$ cat src/hdl/hcbd_pkg.sv
package hcbd_pkg;

    localparam int SIZE_LINE_MAX_DEF    = 15;
    localparam int TRAILER_LINE_MAX_DEF = 3;

    localparam int CHUNK_W = 31;

    localparam logic [1:0] CMD_BYTE    = 2'd0;
    localparam logic [1:0] CMD_TIMEOUT = 2'd1;
    localparam logic [1:0] CMD_START   = 2'd2;

    localparam logic [1:0] PH_SIZE  = 2'd0;
    localparam logic [1:0] PH_DATA  = 2'd1;
    localparam logic [1:0] PH_TRAIL = 2'd2;

    localparam logic [2:0] ST_LEAD   = 3'd0;
    localparam logic [2:0] ST_SIGN   = 3'd1;
    localparam logic [2:0] ST_ZERO   = 3'd2;
    localparam logic [2:0] ST_PREFIX = 3'd3;
    localparam logic [2:0] ST_DIGITS = 3'd4;
    localparam logic [2:0] ST_STOP   = 3'd5;

    localparam logic [7:0] CHAR_LF = 8'h0A;
    localparam logic [7:0] CHAR_CR = 8'h0D;

    typedef struct packed {
        logic [1:0] cmd;
        logic [7:0] in_byte;
    } hcbd_in_t;

    typedef struct packed {
        logic       payload_valid;
        logic [7:0] payload_byte;
        logic       body_done;
    } hcbd_out_t;

    typedef struct packed {
        logic [2:0]         stage;
        logic               negative;
        logic [CHUNK_W-1:0] value;
    } hcbd_num_t;

endpackage

$ cat src/hdl/hcbd_size_parser.sv
module hcbd_size_parser import hcbd_pkg::*;
(
    input  hcbd_num_t  num,
    input  logic [7:0] char_in,
    output hcbd_num_t  num_next
);

    logic       is_hex;
    logic [3:0] digit;
    logic       is_space;
    logic       is_sign;
    hcbd_num_t  added;

    always_comb
    begin
        is_hex = 1'b1;
        digit  = 4'd0;
        if (char_in >= "0" && char_in <= "9")
        begin
            digit = 4'(char_in - "0");
        end
        else if (char_in >= "a" && char_in <= "f")
        begin
            digit = 4'(char_in - "a" + 8'd10);
        end
        else if (char_in >= "A" && char_in <= "F")
        begin
            digit = 4'(char_in - "A" + 8'd10);
        end
        else
        begin
            is_hex = 1'b0;
        end
    end

    assign is_space = (char_in == " ") || (char_in == 8'h09) ||
                      (char_in == 8'h0B) || (char_in == 8'h0C);
    assign is_sign  = (char_in == "+") || (char_in == "-");

    // The magnitude saturates once any of the top four bits would shift out.
    always_comb
    begin
        added       = num;
        added.stage = ST_DIGITS;
        if (|num.value[CHUNK_W-1:CHUNK_W-4])
        begin
            added.value = {CHUNK_W{1'b1}};
        end
        else
        begin
            added.value = {num.value[CHUNK_W-5:0], digit};
        end
    end

    always_comb
    begin
        num_next = num;
        unique case (num.stage) inside
            ST_LEAD:
            begin
                if (is_space)
                begin
                    num_next = num;
                end
                else if (is_sign)
                begin
                    num_next.negative = (char_in == "-");
                    num_next.stage    = ST_SIGN;
                end
                else if (char_in == "0")
                begin
                    num_next.stage = ST_ZERO;
                end
                else if (is_hex)
                begin
                    num_next = added;
                end
                else
                begin
                    num_next.stage = ST_STOP;
                end
            end
            ST_SIGN:
            begin
                if (char_in == "0")
                begin
                    num_next.stage = ST_ZERO;
                end
                else if (is_hex)
                begin
                    num_next = added;
                end
                else
                begin
                    num_next.stage = ST_STOP;
                end
            end
            ST_ZERO:
            begin
                if (char_in == "x" || char_in == "X")
                begin
                    num_next.stage = ST_PREFIX;
                end
                else if (is_hex)
                begin
                    num_next = added;
                end
                else
                begin
                    num_next.stage = ST_STOP;
                end
            end
            ST_PREFIX, ST_DIGITS:
            begin
                if (is_hex)
                begin
                    num_next = added;
                end
                else
                begin
                    num_next.stage = ST_STOP;
                end
            end
            default:
            begin
                num_next.stage = ST_STOP;
            end
        endcase
    end

endmodule

$ cat src/hdl/http_chunked_body_decoder_core.sv
// HTTP/1.1 body decoder. Raw body words enter on in_valid/in_ready with a
// command (body byte, read timeout, start of body) and decoded results leave
// on out_valid/out_ready, each either one payload byte or one end-of-body mark.
// With chunked_mode clear every byte passes through unless the body has finished; with it set the chunk
// size lines and trailers are consumed and only chunk data comes out.
// The chunked_mode register is written through cfg_wr_en/cfg_wr_data and
// should only change while the block is idle.
// Each accepted word updates the decoder state in the cycle it is taken, and
// its result, if any, appears on the output register in the following cycle.
// A new word is accepted every cycle as long as the output register is empty
// or is being drained in the same cycle, so throughput is one word per cycle.
// When the receiver stalls with a result pending, in_ready drops until the
// result is taken; words that produce no result still need that slot free.
// Reset clears the decoder to the start of a body, empties the output
// register and clears chunked_mode.
module http_chunked_body_decoder_core import hcbd_pkg::*;
#(
    parameter int SIZE_LINE_MAX    = SIZE_LINE_MAX_DEF,
    parameter int TRAILER_LINE_MAX = TRAILER_LINE_MAX_DEF
)
(
    input  logic      clk,
    input  logic      rst_n,
    input  logic      cfg_wr_en,
    input  logic      cfg_wr_data,
    input  logic      in_valid,
    output logic      in_ready,
    input  hcbd_in_t  in_data,
    output logic      out_valid,
    input  logic      out_ready,
    output hcbd_out_t out_data
);

    localparam int LINE_MAX = (SIZE_LINE_MAX > TRAILER_LINE_MAX) ?
                              SIZE_LINE_MAX : TRAILER_LINE_MAX;
    localparam int LC_W     = $clog2(LINE_MAX + 1);

    logic               chunked_mode_reg;
    logic [1:0]         phase_reg,      phase_next;
    hcbd_num_t          num_reg,        num_next;
    logic [LC_W-1:0]    line_chars_reg, line_chars_next;
    logic               finished_reg,   finished_next;
    logic               out_valid_reg,  out_valid_next;
    hcbd_out_t          out_reg,        out_next;

    hcbd_num_t          parsed;
    logic [LC_W-1:0]    lc_inc;
    logic               accept;
    logic               load;

    hcbd_size_parser u_parser
    (
        .num      (num_reg),
        .char_in  (in_data.in_byte),
        .num_next (parsed)
    );

    assign in_ready = !out_valid_reg || out_ready;
    assign accept   = in_valid && in_ready;
    assign lc_inc   = line_chars_reg + 1'b1;

    always_comb
    begin
        phase_next      = phase_reg;
        num_next        = num_reg;
        line_chars_next = line_chars_reg;
        finished_next   = finished_reg;
        load            = 1'b0;
        out_next        = '{payload_valid: 1'b1, payload_byte: in_data.in_byte,
                            body_done: 1'b0};

        if (accept)
        begin
            if (in_data.cmd == CMD_START)
            begin
                phase_next      = PH_SIZE;
                num_next        = '{stage: ST_LEAD, negative: 1'b0, value: '0};
                line_chars_next = '0;
                finished_next   = 1'b0;
            end
            else if (in_data.cmd != CMD_BYTE && in_data.cmd != CMD_TIMEOUT)
            begin
                load = 1'b0;
            end
            else if (finished_reg)
            begin
                load = 1'b0;
            end
            else if (!chunked_mode_reg)
            begin
                load = (in_data.cmd == CMD_BYTE);
            end
            else if (phase_reg == PH_DATA)
            begin
                if (in_data.cmd == CMD_BYTE)
                begin
                    load = 1'b1;
                    if (num_reg.value != '0)
                    begin
                        num_next.value = num_reg.value - 1'b1;
                    end
                    if (num_reg.value <= CHUNK_W'(1))
                    begin
                        phase_next      = PH_TRAIL;
                        line_chars_next = '0;
                    end
                end
            end
            else if (phase_reg == PH_TRAIL)
            begin
                if (in_data.cmd == CMD_TIMEOUT || in_data.in_byte == CHAR_LF ||
                    (in_data.in_byte != CHAR_CR &&
                     lc_inc >= LC_W'(TRAILER_LINE_MAX)))
                begin
                    phase_next      = PH_SIZE;
                    line_chars_next = '0;
                    num_next        = '{stage: ST_LEAD, negative: 1'b0, value: '0};
                end
                else if (in_data.in_byte != CHAR_CR)
                begin
                    line_chars_next = lc_inc;
                end
            end
            else
            begin
                phase_next = PH_SIZE;
                if (in_data.cmd == CMD_TIMEOUT)
                begin
                    finished_next = 1'b1;
                    load          = 1'b1;
                    out_next      = '{payload_valid: 1'b0, payload_byte: 8'd0,
                                      body_done: 1'b1};
                end
                else if (in_data.in_byte != CHAR_CR)
                begin
                    if (in_data.in_byte != CHAR_LF)
                    begin
                        num_next        = parsed;
                        line_chars_next = lc_inc;
                    end
                    // The line closes at a line feed or when it is full.
                    if (in_data.in_byte == CHAR_LF ||
                        lc_inc >= LC_W'(SIZE_LINE_MAX))
                    begin
                        line_chars_next = '0;
                        num_next.stage  = ST_LEAD;
                        if (num_next.negative || num_next.value == '0)
                        begin
                            finished_next = 1'b1;
                            load          = 1'b1;
                            out_next      = '{payload_valid: 1'b0,
                                              payload_byte: 8'd0,
                                              body_done: 1'b1};
                        end
                        else
                        begin
                            phase_next = PH_DATA;
                        end
                    end
                end
            end
        end
    end

    always_comb
    begin
        if (load)
        begin
            out_valid_next = 1'b1;
        end
        else if (out_ready)
        begin
            out_valid_next = 1'b0;
        end
        else
        begin
            out_valid_next = out_valid_reg;
        end
    end

    always_ff @(posedge clk or negedge rst_n)
    begin
        if (!rst_n)
        begin
            chunked_mode_reg <= 1'b0;
            phase_reg        <= PH_SIZE;
            num_reg          <= '{stage: ST_LEAD, negative: 1'b0, value: '0};
            line_chars_reg   <= '0;
            finished_reg     <= 1'b0;
            out_valid_reg    <= 1'b0;
        end
        else
        begin
            if (cfg_wr_en)
            begin
                chunked_mode_reg <= cfg_wr_data;
            end
            phase_reg      <= phase_next;
            num_reg        <= num_next;
            line_chars_reg <= line_chars_next;
            finished_reg   <= finished_next;
            out_valid_reg  <= out_valid_next;
        end
    end

    always_ff @(posedge clk)
    begin
        if (load)
        begin
            out_reg <= out_next;
        end
    end

    assign out_valid = out_valid_reg;
    assign out_data  = out_reg;

`ifndef SYNTHESIS
    a_one_kind: assert property (@(posedge clk) disable iff (!rst_n)
        out_valid |-> $onehot({out_data.payload_valid, out_data.body_done}))
        else $error("result carries both or neither of payload and done");

    a_done_on_finish: assert property (@(posedge clk) disable iff (!rst_n)
        $rose(finished_reg) |-> (out_valid && out_data.body_done))
        else $error("body ended without a done result");

    a_data_nonzero: assert property (@(posedge clk) disable iff (!rst_n)
        (phase_reg == PH_DATA) |-> (num_reg.value != '0))
        else $error("chunk data phase with no bytes left");

    a_ready_when_empty: assert property (@(posedge clk) disable iff (!rst_n)
        !out_valid |-> in_ready)
        else $error("input stalled with an empty output register");
`endif

endmodule

$ cat config.mk
export PLATFORM = sky130hd
export DESIGN_NAME = http_chunked_body_decoder_core
export DESIGN_NICKNAME = d
export VERILOG_FILES = /design/src/hdl/hcbd_pkg.sv /design/src/hdl/hcbd_size_parser.sv /design/src/hdl/http_chunked_body_decoder_core.sv
export SDC_FILE = /design/constraint.sdc
export NUM_CORES = 1
export LEC_CHECK = 0
export ABC_AREA = 0
export BUFFER_PORTS_ARGS = -buffer_cell sky130_fd_sc_hd__buf_2
export CORE_MARGIN = 3
export CORE_UTILIZATION = 30
export CTS_CLUSTER_SIZE = 14
export DETAILED_ROUTE_END_ITERATION = 6
export REMOVE_ABC_BUFFERS = 1
export SLEW_MARGIN = 10
export SYNTH_ARGS = -nofsm -noshare
export SYNTH_HDL_FRONTEND = slang
export SYNTH_HIERARCHICAL = 1
export SYNTH_SLANG_ARGS = --single-unit
$ cat constraint.sdc
create_clock -name clk -period 4.95 [get_ports clk]
set_clock_uncertainty 0.05 [all_clocks]
set_input_delay 0.495 -clock clk [delete_from_list [all_inputs] [get_ports clk]]
set_output_delay 0.495 -clock clk [all_outputs]
set_load 0.03 [all_outputs]
# == Word level (Yosys, flattened, before mapping) ==
# Index checks and enable logic that the tools add are counted.
# W data, S select, Z words.
# word_totals
output_inout_bits,12
register_bits,54
word_cells,197
# classes
add_sub_neg,7
bitwise_logic,2
n_eq_ne,33
order_cmp,9
n_mux,98
reduce_logical,37
# op_table
operator,count
$mux W35,19
$mux W31,8
$pmux W32 S4,1
$mux W4,19
$mux W9,7
$mux W10,4
$eq A8 B4 Y1 const B,4
$eq A8 B6 Y1 const B,4
$le A31 B1 Y1 const B,1
$logic_not A31 Y1,1
$reduce_bool A31 Y1,1
$sub A31 B1 Y31 const B,1
$mux W1,27
$reduce_and A10 Y1,2
$mux W2,9
$eq A8 B7 Y1 const B,2
$ge A8 B7 Y1 const B,2
$le A8 B7 Y1 const B,2
$ne A8 B4 Y1 const B,2
$pmux W3 S4,1
$sub A4 B1 Y4 const B,3
$logic_or A1 B1 Y1,10
$mux W3,3
$ne A3 B2 Y1 const B,3
34 further kinds,50

# == Longest topological paths before layout ==
# Gate-level depths: netlist of run 1.
# depth
depth_word,35
depth_mapped,15
ltp_nobuf,14

# == Modules after synthesis ==
# The synthesis of run 1 kept the hierarchy.
# modules_own_cells
mod,cells_per_inst,seq_area_each_um2,n_inst,area_per_inst_um2
http_chunked_body_decoder_core,450,1401.3,1,3784.9
hcbd_size_parser,148,0.0,1,978.4

# == Worst setup path before layout of run 1 ==
# OpenSTA, ideal clock, no wires.
# synth_path
kind,input port to flip-flop
from,in in_data[0] in the netlist's numbering
to,"reg out_reg, in the netlist out_data[0] (enable)"
cell_stages,15
t_arrival_ps,3502
setup_time_ps,340
t_required_ps,4560
slack_ps,1059
path_cell_list,inv_1 ha_1 or3b_4 a21oi_2 o21ai_1 a221o_1 o31a_2 buf_6 mux2_4 nor4_1 nand4_1 o211ai_1 nand4_1 a21o_1 nand2_1
# synth_lines
item,line,rtl
from (decl),http_chunked_body_decoder_core.sv:28,"input hcbd_in_t in_data,"
to (signal assigned),http_chunked_body_decoder_core.sv:210,out_reg <= out_next;
to (decl),http_chunked_body_decoder_core.sv:44,"hcbd_out_t out_reg, out_next;"

==> impl_metrics.csv, run 1 <==
group,metric,value,unit
global_route,overflow,0,
synthesis,syn_avg_cell_area,7.97,um2
timing,fin_crit,4470,ps
synthesis,synth_flop_cell,"dfrtp_1",
cells_and_area,final_cell_area,5230,um2
synthesis,synthArstFlopShare,81.5,%
timing,fin_tns_setup,0,ps
worst_setup_path,path_class,"in -> reg",
timing,finalHoldViolCount,0,
cells_and_area,antennaDiodeCount,0,
die,rows,45,
worst_setup_path,rrSetupSlack,920,ps
worst_setup_path,crit_slowest_cell,"o31a_2",
clock_tree,cts_resized,0,
power,vdd_drop_max,221,uV
worst_setup_path,critPathMaxStageDelay,720,ps
drt,wl,14.6,mm
die,io_pins,28,
timing,period_share,90.3,%
drt,dr_total_vias,4748,
timing,hold_ws,313,ps
die,core,15400,um2
cells_and_area,largest_reg_flops,35,
place,place.gp.congestion,0.953,
power,power,3.41,mW
cells_and_area,fillers,1578,
clock_tree,h-tree-depth,2,
worst_setup_path,r2r-end,"out_data[3]$_DFFE_PP_",
timing,setup_viol,0,
die,die_w,132,um
worst_setup_path,crit_arrival,4450,ps
timing,fmax,224,MHz
synthesis,netlist_area,4760,um2
clock_tree,cts_tree,"done",
outcome,outcome,"completed",
clock_tree,cts.path.max_buffers,2,
place,hpwl,10.3,mm
power,powerDensity,651,nW/um2
worst_setup_path,cp-start-kind,"input port",
global_route,track_usage,16.6,%
power,p_leak,1.97,nW
global_route,grt_pass1_wl,24.3,mm
synthesis,synth_common_cells,"70 x nand2_1, 45 x nor2_1, 44 x dfrtp_1, 44 x o21ai_0, 38 x a21oi_1",
synthesis,ys_ff_latch,54,
clock_tree,clkTransAtPathRegs,80,ps
drt,dr.pass1.iters,5,
global_route,grt_pass1_vias,4688,
cells_and_area,area_growth_syn_to_layout,9.88,%
synthesis,synth_area_leaders,"dfrtp_1 23%, edfxtp_1 6.3%, nand2_1 5.5%",
synthesis,synth.most_common_cell,"nand2_1",
place,portBuffers,27,
drt,remaining_drc_errors,0,
worst_setup_path,worstPathRequired,4930,ps
clock_tree,clkLatencyLatePin,300,ps
clock_tree,clock-sinks,54,
clock_tree,post_cts_buffers,0,
global_route,grt_max_degree,45,
synthesis,yosysWarnings,6,
worst_setup_path,end_kind,"flip-flop",
worst_setup_path,crit_chain,"buf_2 > inv_1 > ha_1 > or3b_4 > a21oi_2 > nor2_1 > nor3_1 > o31a_2 > mux2_4 > nor4_1 > nand4_1 > o211ai_1 > nand4_1 > a21o_1 > nand2_1 > buf_12",
job,maxCapViolations,0,
timing,grt_setup_unrepaired,"false",
synthesis,yosys.area.top_type_share,23.1,%
place,dpl_cell_area,5060,um2
global_route,grt_antenna_before_repair,0,
drt,routedWlPerCell,17.9,um
worst_setup_path,path_common_cell,"nand4_1",
drt,via_per_inst,5.82,
worst_setup_path,r2r_start,"num_reg[32]$_DFFE_PN0P_",
drt,drt_iter0_markers,624,
die,die_h,132,um
timing,max_slew_margin,26.9,%
clock_tree,cts_buffers,5,
synthesis,synth_edf_count,10,
synthesis,syn_inst,598,
drt,ant_nets,0,
timing,drv_slew,0,
synthesis,ys_seq_area_share,29.4,%
die,initial_core_util,31.0,%
timing,worst_pin_slew,1090,ps
synthesis,yosys.area.top_type,"dfrtp_1",
worst_setup_path,worst-r2r-cell-count,14,
cells_and_area,drive_gt1_share,12.9,%
clock_tree,ctsHoldBuffers,0,
clock_tree,clockRootBuffer,"clkbuf_16",
synthesis,ys_types,77,
cells_and_area,fin_nets,627,
worst_hold_path,hold_path_class,"in -> async",
die,dieArea,17400,um2
worst_setup_path,path_max_fanout,25,
[metrics by stage]
step	util (%)	worst slack, ps	instances
CTS	34.0	513	816
detailed placement	32.9	192	808
finish	34.0	480	816
floorplan	-	815	561
global route	34.0	206	816
global placement	32.9	296	808
[layout make-up]
class | instances | area (um2) | area share, %
multi-input cells | 475 | 3060 | 58.5
flip-flops and latches | 54 | 1400 | 26.8
well taps | 211 | 264 | 5.04
repair buffers | 36 | 215 | 4.11
clock buffers | 5 | 125 | 2.39
inverters | 32 | 120 | 2.29
clock inverters | 3 | 47.5 | 0.908
[worst max-delay path, delay by kind of cell]
family / cells / cell delay, ps
adder cells (fa/ha/maj): 1 / 220
buffers and inverters: 3 / 390
AO/OA/AOI/OAI: 4 / 1540
multiplexers: 1 / 360
AND/OR/NAND/NOR: 7 / 1420
[worst max path at each step]
stage	startpoint	depth (start not counted)	slack, ps	endpoint
6_report	in_data[0]	16	480	out_data[3]$_DFFE_PP_
5_1_grt	in_data[0]	17	210	out_data[4]$_DFFE_PP_
4_1_cts	in_data[0]	16	510	out_data[1]$_DFFE_PP_
3_5_place_dp	in_data[0]	16	190	out_data[7]$_DFFE_PP_
3_3_place_gp	in_data[0]	16	300	out_data[5]$_DFFE_PP_
2_1_floorplan	in_data[0]	14	820	out_data[0]$_SDFFCE_PP0P_
[cell families after synthesis]
group / count (synthesis) / share of synthesized area (%)
simple gates: 247 / 28.6
compound gates: 177 / 23.5
buf+inv: 69 / 6.46
flops: 54 / 29.4
mux: 33 / 7.93
xor+xnor: 11 / 2.18
fa+ha+maj: 7 / 1.84
[power by group]
group / switching, mW / leakage (nW) / internal [mW] / total, mW
clock: 0.176 / 0.0844 / 0.242 / 0.418
combinational: 1.34 / 1.22 / 0.802 / 2.14
sequential: 0.263 / 0.666 / 0.585 / 0.849
[metal layers]
| metal | routed length (um) | part of all wire (%) | track usage [%] |
|---|---|---|---|
| met1 | 6370 | 44 | 22.1 |
| met2 | 6860 | 47 | 27.1 |
| met3 | 1170 | 8.0 | 3.51 |
| met4 | 174 | 1.2 | 4.61 |
| met5 | 0 | 0 | 0 |
[cell usage in the layout (no fill, tap or decap), types with 6 or more instances in the layout]
| cell type | Yosys | final |
|---|---|---|
| nor2_1 | 45 | 45 |
| buf_4 | 1 | 8 |
| dfrtp_1 | 44 | 44 |
| and2_1 | 6 | 6 |
| or4_1 | 8 | 8 |
| xnor2_1 | 7 | 7 |
| nand2_1 | 70 | 70 |
| o21ai_0 | 44 | 44 |
| edfxtp_1 | 10 | 10 |
| nand4_1 | 6 | 6 |
| inv_1 | 32 | 32 |
| a22oi_1 | 9 | 9 |
| nor3_1 | 21 | 21 |
| nand2b_1 | 10 | 10 |
| ha_1 | 7 | 7 |
| nor4_1 | 18 | 17 |
| o31ai_1 | 6 | 6 |
| a32oi_1 | 7 | 7 |
| nor2b_1 | 10 | 10 |
| buf_2 | 15 | 27 |
| mux2i_1 | 22 | 22 |
| a31oi_1 | 11 | 11 |
| a2bb2oi_1 | 6 | 6 |
| nand3_1 | 13 | 13 |
| mux2_4 | 9 | 9 |
| o21ai_1 | 14 | 14 |
| a21oi_1 | 38 | 38 |
Note: power is estimated with default switching activity, not from simulation.
==> run 2, diff against run 1 <==
==> constraint.sdc (replaced) <==
create_clock -name clk -period 5.04 [get_ports clk]
set_clock_uncertainty 0.05 [all_clocks]
set_input_delay 0.504 -clock clk [delete_from_list [all_inputs] [get_ports clk]]
set_output_delay 0.504 -clock clk [all_outputs]
set_load 0.03 [all_outputs]
==> run 2 against run 1 <==
Hold slack improved by 26 ps. Combinational power fell by 2%. Non-clock buffer count rose by 1. Sequential share of layout area fell by 0.083 points. Wire length fell by 0.89%.
==> impl_metrics.csv, run 2 (synthesis gave the netlist of run 1 again) <==
group,metric,value,unit
power,p_leak,1.98,nW
global_route,grt_antenna_before_repair,0,
die,dieArea,17400,um2
worst_setup_path,critPathMaxStageDelay,710,ps
clock_tree,post_cts_buffers,0,
timing,fin_ws,433,ps
cells_and_area,fillers,1607,
drt,dr.pass1.iters,5,
place,dpl_cell_area,5060,um2
place,portBuffers,27,
worst_setup_path,worstPathRequired,4960,ps
worst_setup_path,path_max_fanout,25,
global_route,grt_max_degree,45,
cells_and_area,final_cells,817,
worst_setup_path,crit_slowest_cell,"o31a_2",
place,hpwl,10.2,mm
die,initial_core_util,31.0,%
drt,drt_iter0_markers,606,
place,dpl_worst_slack,169,ps
timing,fmax,217,MHz
drt,dr_total_vias,4756,
global_route,track_usage,16.4,%
global_route,grt_pass1_wl,23.8,mm
die,core,15400,um2
cells_and_area,final_common_cell,"nand2_1",
cells_and_area,area_growth_syn_to_layout,10.2,%
timing,drv_slew,0,
drt,dr_wl_met2,6.66,mm
clock_tree,clockRootBuffer,"clkbuf_16",
timing,grt_setup_unrepaired,"false",
clock_tree,cts_resized,0,
worst_setup_path,crit_chain,"buf_2 > inv_1 > ha_1 > or3b_4 > a21oi_2 > nor2_1 > nor3_1 > o31a_2 > mux2_4 > nor4_1 > nand4_1 > o211ai_1 > nand4_1 > a21o_1 > nand2_1",
worst_setup_path,path_common_cell,"nand4_1",
cells_and_area,antennaDiodeCount,0,
place,place.gp.congestion,0.920,
drt,via_per_inst,5.82,
global_route,grt_pass1_vias,4602,
die,io_pins,28,
power,powerDensity,645,nW/um2
timing,max_slew_margin,29.7,%
cells_and_area,largest_reg_flops,35,
cells_and_area,drive_gt1_share,13.0,%
worst_setup_path,end_kind,"flip-flop",
outcome,outcome,"completed",
worst_setup_path,cp-start-kind,"input port",
power,vdd_drop_max,297,uV
drt,routedWlPerCell,17.7,um
worst_setup_path,path_class,"in -> reg",
cells_and_area,final_cell_area,5250,um2
clock_tree,cts_buffers,5,
timing,finalHoldViolCount,0,
timing,worst_pin_slew,1050,ps
clock_tree,cts_tree,"done",
clock_tree,h-tree-depth,2,
timing,period_share,91.4,%
worst_hold_path,hold_path_class,"in -> async",
place,dp_cells,809,
global_route,overflow,0,
clock_tree,ctsHoldBuffers,0,
drt,wl,14.4,mm
drt,ant_nets,0,
die,die_w,132,um
drt,remaining_drc_errors,0,
drt,wl_met1,6.39,mm
timing,fin_crit,4610,ps
drt,wl_met3,1.03,mm
worst_setup_path,crit_arrival,4520,ps
die,die_h,132,um
clock_tree,clkLatencyLatePin,300,ps
cells_and_area,fin_nets,628,
job,maxCapViolations,0,
clock_tree,clock-sinks,54,
clock_tree,cts.path.max_buffers,2,
clock_tree,clkTransAtPathRegs,80,ps
die,rows,45,
drt,highest_layer,"met4",
timing,setup_viol,0,
timing,fin_tns_setup,0,ps
power,power,3.39,mW
cells_and_area,final_cell_mix,"70 x nand2_1, 45 x nor2_1, 44 x o21ai_0, 44 x dfrtp_1, 38 x a21oi_1",
[run 2: cell type report]
type	instances	area, um2	share of cell area (%)
clock buffers	5	125	2.38
clock inverters	3	68.8	1.31
inverters	32	120	2.29
multi-input cells	475	3060	58.3
flip-flops and latches	54	1400	26.7
well taps	211	264	5.03
repair buffers	37	210	4.00
[run 2: routing by layer]
layer	track usage [%]	vias up
li1	-	2216
met1	22.2	2285
met2	26.1	221
met3	2.60	34
met4	6.42	0
met5	0	-
[run 2: worst paths after layout]
path,from,endpoint,slack (ps),cells past startpoint
setup reg to reg,num_reg[32]$_DFFE_PN0P_,out_data[8]$_DFFE_PP_,870,12
setup / recovery,in_data[1],out_data[8]$_DFFE_PP_,430,15
hold reg to reg,finished_reg$_DFFE_PN0P_,finished_reg$_DFFE_PN0P_,490,2
min in group clk,cfg_wr_data,chunked_mode_reg$_DFFE_PN0P_,390,2
hold / removal,rst_n,num_reg[33]$_DFFE_PN0P_,340,1
max in group asynchronous,rst_n,num_reg[20]$_DFFE_PN0P_,3950,1
[run 2: per-stage QoR]
stage	hold slack [ps]	utilization, %
after floorplan	158	-
after global placement	469	32.9
after detailed placement	478	32.9
after CTS	381	34.2
after global routing	395	34.2
final	339	34.2
[run 2: critical path: cells and delay by family]
kind | cells | cell delay [ps]
AND/OR/NAND/NOR | 7 | 1680
adder cells (fa/ha/maj) | 1 | 220
AO/OA/AOI/OAI | 4 | 1510
buffers and inverters | 2 | 220
multiplexers | 1 | 360
[run 2: power breakdown]
part	internal (mW)	switching, mW
Clock	0.286	0.174
Combinational	0.791	1.31
Sequential	0.575	0.254
Total	1.65	1.74
==> run 3, diff against run 2 <==
--- a/config.mk
+++ b/config.mk
@@ -6,12 +6,13 @@
 export NUM_CORES = 1
 export LEC_CHECK = 0
 export ABC_AREA = 0
-export BUFFER_PORTS_ARGS = -buffer_cell sky130_fd_sc_hd__buf_2
 export CORE_MARGIN = 3
 export CORE_UTILIZATION = 30
 export CTS_CLUSTER_SIZE = 14
 export DETAILED_ROUTE_END_ITERATION = 6
+export DONT_BUFFER_PORTS = 1
 export REMOVE_ABC_BUFFERS = 1
+export SKIP_CTS_REPAIR_TIMING = 1
 export SLEW_MARGIN = 10
 export SYNTH_ARGS = -nofsm -noshare
 export SYNTH_HDL_FRONTEND = slang
==> run 3 against run 2 <==
The run now ends with negative hold slack left. Core utilization down 1.1 points. Largest cell class unchanged. First-iteration DRC count down 14%. Total power down 4.0%. Count of clock-buffer cells in the layout unchanged. Via count down 2.8%.
==> impl_metrics.csv, run 3 (synthesis gave the netlist of run 1 again) <==
group,metric,value,unit
drt,dr_total_vias,4624,
cells_and_area,area_growth_syn_to_layout,6.59,%
worst_setup_path,critical_path.startpoint,"in_data[1]",
worst_setup_path,cp-start-kind,"input port",
place,hpwl,9.96,mm
worst_setup_path,worstPathRequired,4950,ps
cells_and_area,fin_nets,600,
cells_and_area,final_cells,789,
place,portBuffers,0,
timing,worst_pin_slew,1010,ps
place,dpl_cell_area,4910,um2
worst_setup_path,path_class,"in -> reg",
drt,ant_nets,0,
timing,setup_viol,0,
timing,finalHoldViolCount,11,
die,die_h,132,um
global_route,grt_pass1_wl,23.2,mm
place,dp_cells,780,
clock_tree,clkLatencyLatePin,300,ps
worst_setup_path,rrSetupSlack,680,ps
drt,wl,14.2,mm
worst_setup_path,r2r-end,"out_data[7]$_DFFE_PP_",
worst_setup_path,crit_arrival,4570,ps
timing,grt_setup_unrepaired,"false",
die,die_w,132,um
clock_tree,cts_tree,"done",
worst_setup_path,end_kind,"flip-flop",
clock_tree,clockRootBuffer,"clkbuf_16",
cells_and_area,final_cell_area,5080,um2
clock_tree,h-tree-depth,2,
timing,fmax,215,MHz
cells_and_area,multi_input_area,3060,um2
global_route,track_usage,15.9,%
die,io_pins,28,
global_route,grt_pass1_vias,4387,
cells_and_area,final_cell_mix,"70 x nand2_1, 45 x nor2_1, 44 x o21ai_0, 44 x dfrtp_1, 38 x a21oi_1",
cells_and_area,fillers,1593,
global_route,grt_max_degree,45,
worst_setup_path,worst-r2r-cell-count,12,
power,vdd_drop_max,190,uV
die,dieArea,17400,um2
cells_and_area,register_area,1400,um2
worst_setup_path,path_max_fanout,31,
worst_setup_path,crit_path_end,"out_data[7]$_DFFE_PP_",
drt,via_per_inst,5.86,
clock_tree,clkTransAtPathRegs,70,ps
drt,drt_iter0_markers,520,
drt,routedWlPerCell,18.0,um
cells_and_area,largest_reg_flops,35,
drt,remaining_drc_errors,0,
timing,period_share,92.5,%
cells_and_area,antennaDiodeCount,0,
timing,fin_crit,4660,ps
place,place.gp.congestion,0.925,
timing,max_slew_margin,32.3,%
die,core,15400,um2
worst_hold_path,hold_path_class,"in -> async",
power,powerDensity,641,nW/um2
timing,drv_slew,0,
job,maxCapViolations,0,
global_route,grt_antenna_before_repair,0,
power,power,3.25,mW
worst_setup_path,r2r_start,"num_reg[32]$_DFFE_PN0P_",
die,rows,45,
outcome,violations,"negative hold slack",
cells_and_area,drive_gt1_share,8.82,%
timing,fin_tns_setup,0,ps
global_route,overflow,0,
clock_tree,cts_buffers,5,
cells_and_area,final_common_cell,"nand2_1",
power,p_leak,1.86,nW
die,initial_core_util,31.0,%
outcome,outcome,"finished with violations",
timing,hold_ws,-15.1,ps
clock_tree,clock-sinks,54,
drt,dr.pass1.iters,5,
clock_tree,cts.path.max_buffers,2,
[run 3: per-stage QoR]
step / setup WS (ps) / utilization [%]
floorplan: 896 / -
global placement: 314 / 31.9
detailed placement: 107 / 31.9
CTS: 434 / 32.9
global route: 187 / 33.0
finish: 380 / 33.0
[run 3: worst max-delay path: stages]
cell	delay, ps
inv_1	70
ha_1	230
or3b_4	430
a21oi_2	150
nor2_1	70
nor3_1	170
o31a_2	810
mux2_4	360
nor4_1	350
nand4_1	170
o211ai_1	410
nand4_1	200
a21o_1	290
nand2_1	340
[run 3: area by class of cell]
cell class	instances	area share, %
Multi-Input combinational cell	475	60.3
Sequential cell	54	27.6
Tap cell	211	5.20
Clock buffer	5	2.46
Inverter	32	2.37
Timing Repair Buffer	9	1.72
Clock inverter	3	0.370
[run 3: where the power goes]
| group | internal [mW] | total, mW | switching, mW | leakage (nW) |
|---|---|---|---|---|
| logic | 0.779 | 2.06 | 1.28 | 1.12 |
| registers | 0.576 | 0.845 | 0.269 | 0.666 |
| clock network | 0.185 | 0.352 | 0.167 | 0.0740 |
| total | 1.54 | 3.25 | 1.71 | 1.86 |
[run 3: worst min-delay path by stage]
| stage | slack (ps) | startpoint | to | cells after the start |
|---|---|---|---|---|
| 3_5_place_dp | 160 | rst_n | num_reg[32]$_DFFE_PN0P_ | 0 |
| 6_report | -20 | rst_n | num_reg[0]$_DFFE_PN0P_ | 1 |
| 4_1_cts | -170 | rst_n | out_valid$_DFFE_PN0P_ | 0 |
| 2_1_floorplan | 160 | rst_n | chunked_mode_reg$_DFFE_PN0P_ | 0 |
| 3_3_place_gp | 160 | rst_n | num_reg[32]$_DFFE_PN0P_ | 0 |
| 5_1_grt | -5 | rst_n | num_reg[1]$_DFFE_PN0P_ | 1 |
[run 3: metal layers]
layer | wire length [um] | GRT usage, % | vias up
li1 | - | - | 2166
met1 | 6440 | 22.1 | 2220
met2 | 6490 | 25.0 | 213
met3 | 969 | 2.60 | 25
met4 | 302 | 6.01 | 0
met5 | 0 | 0 | -
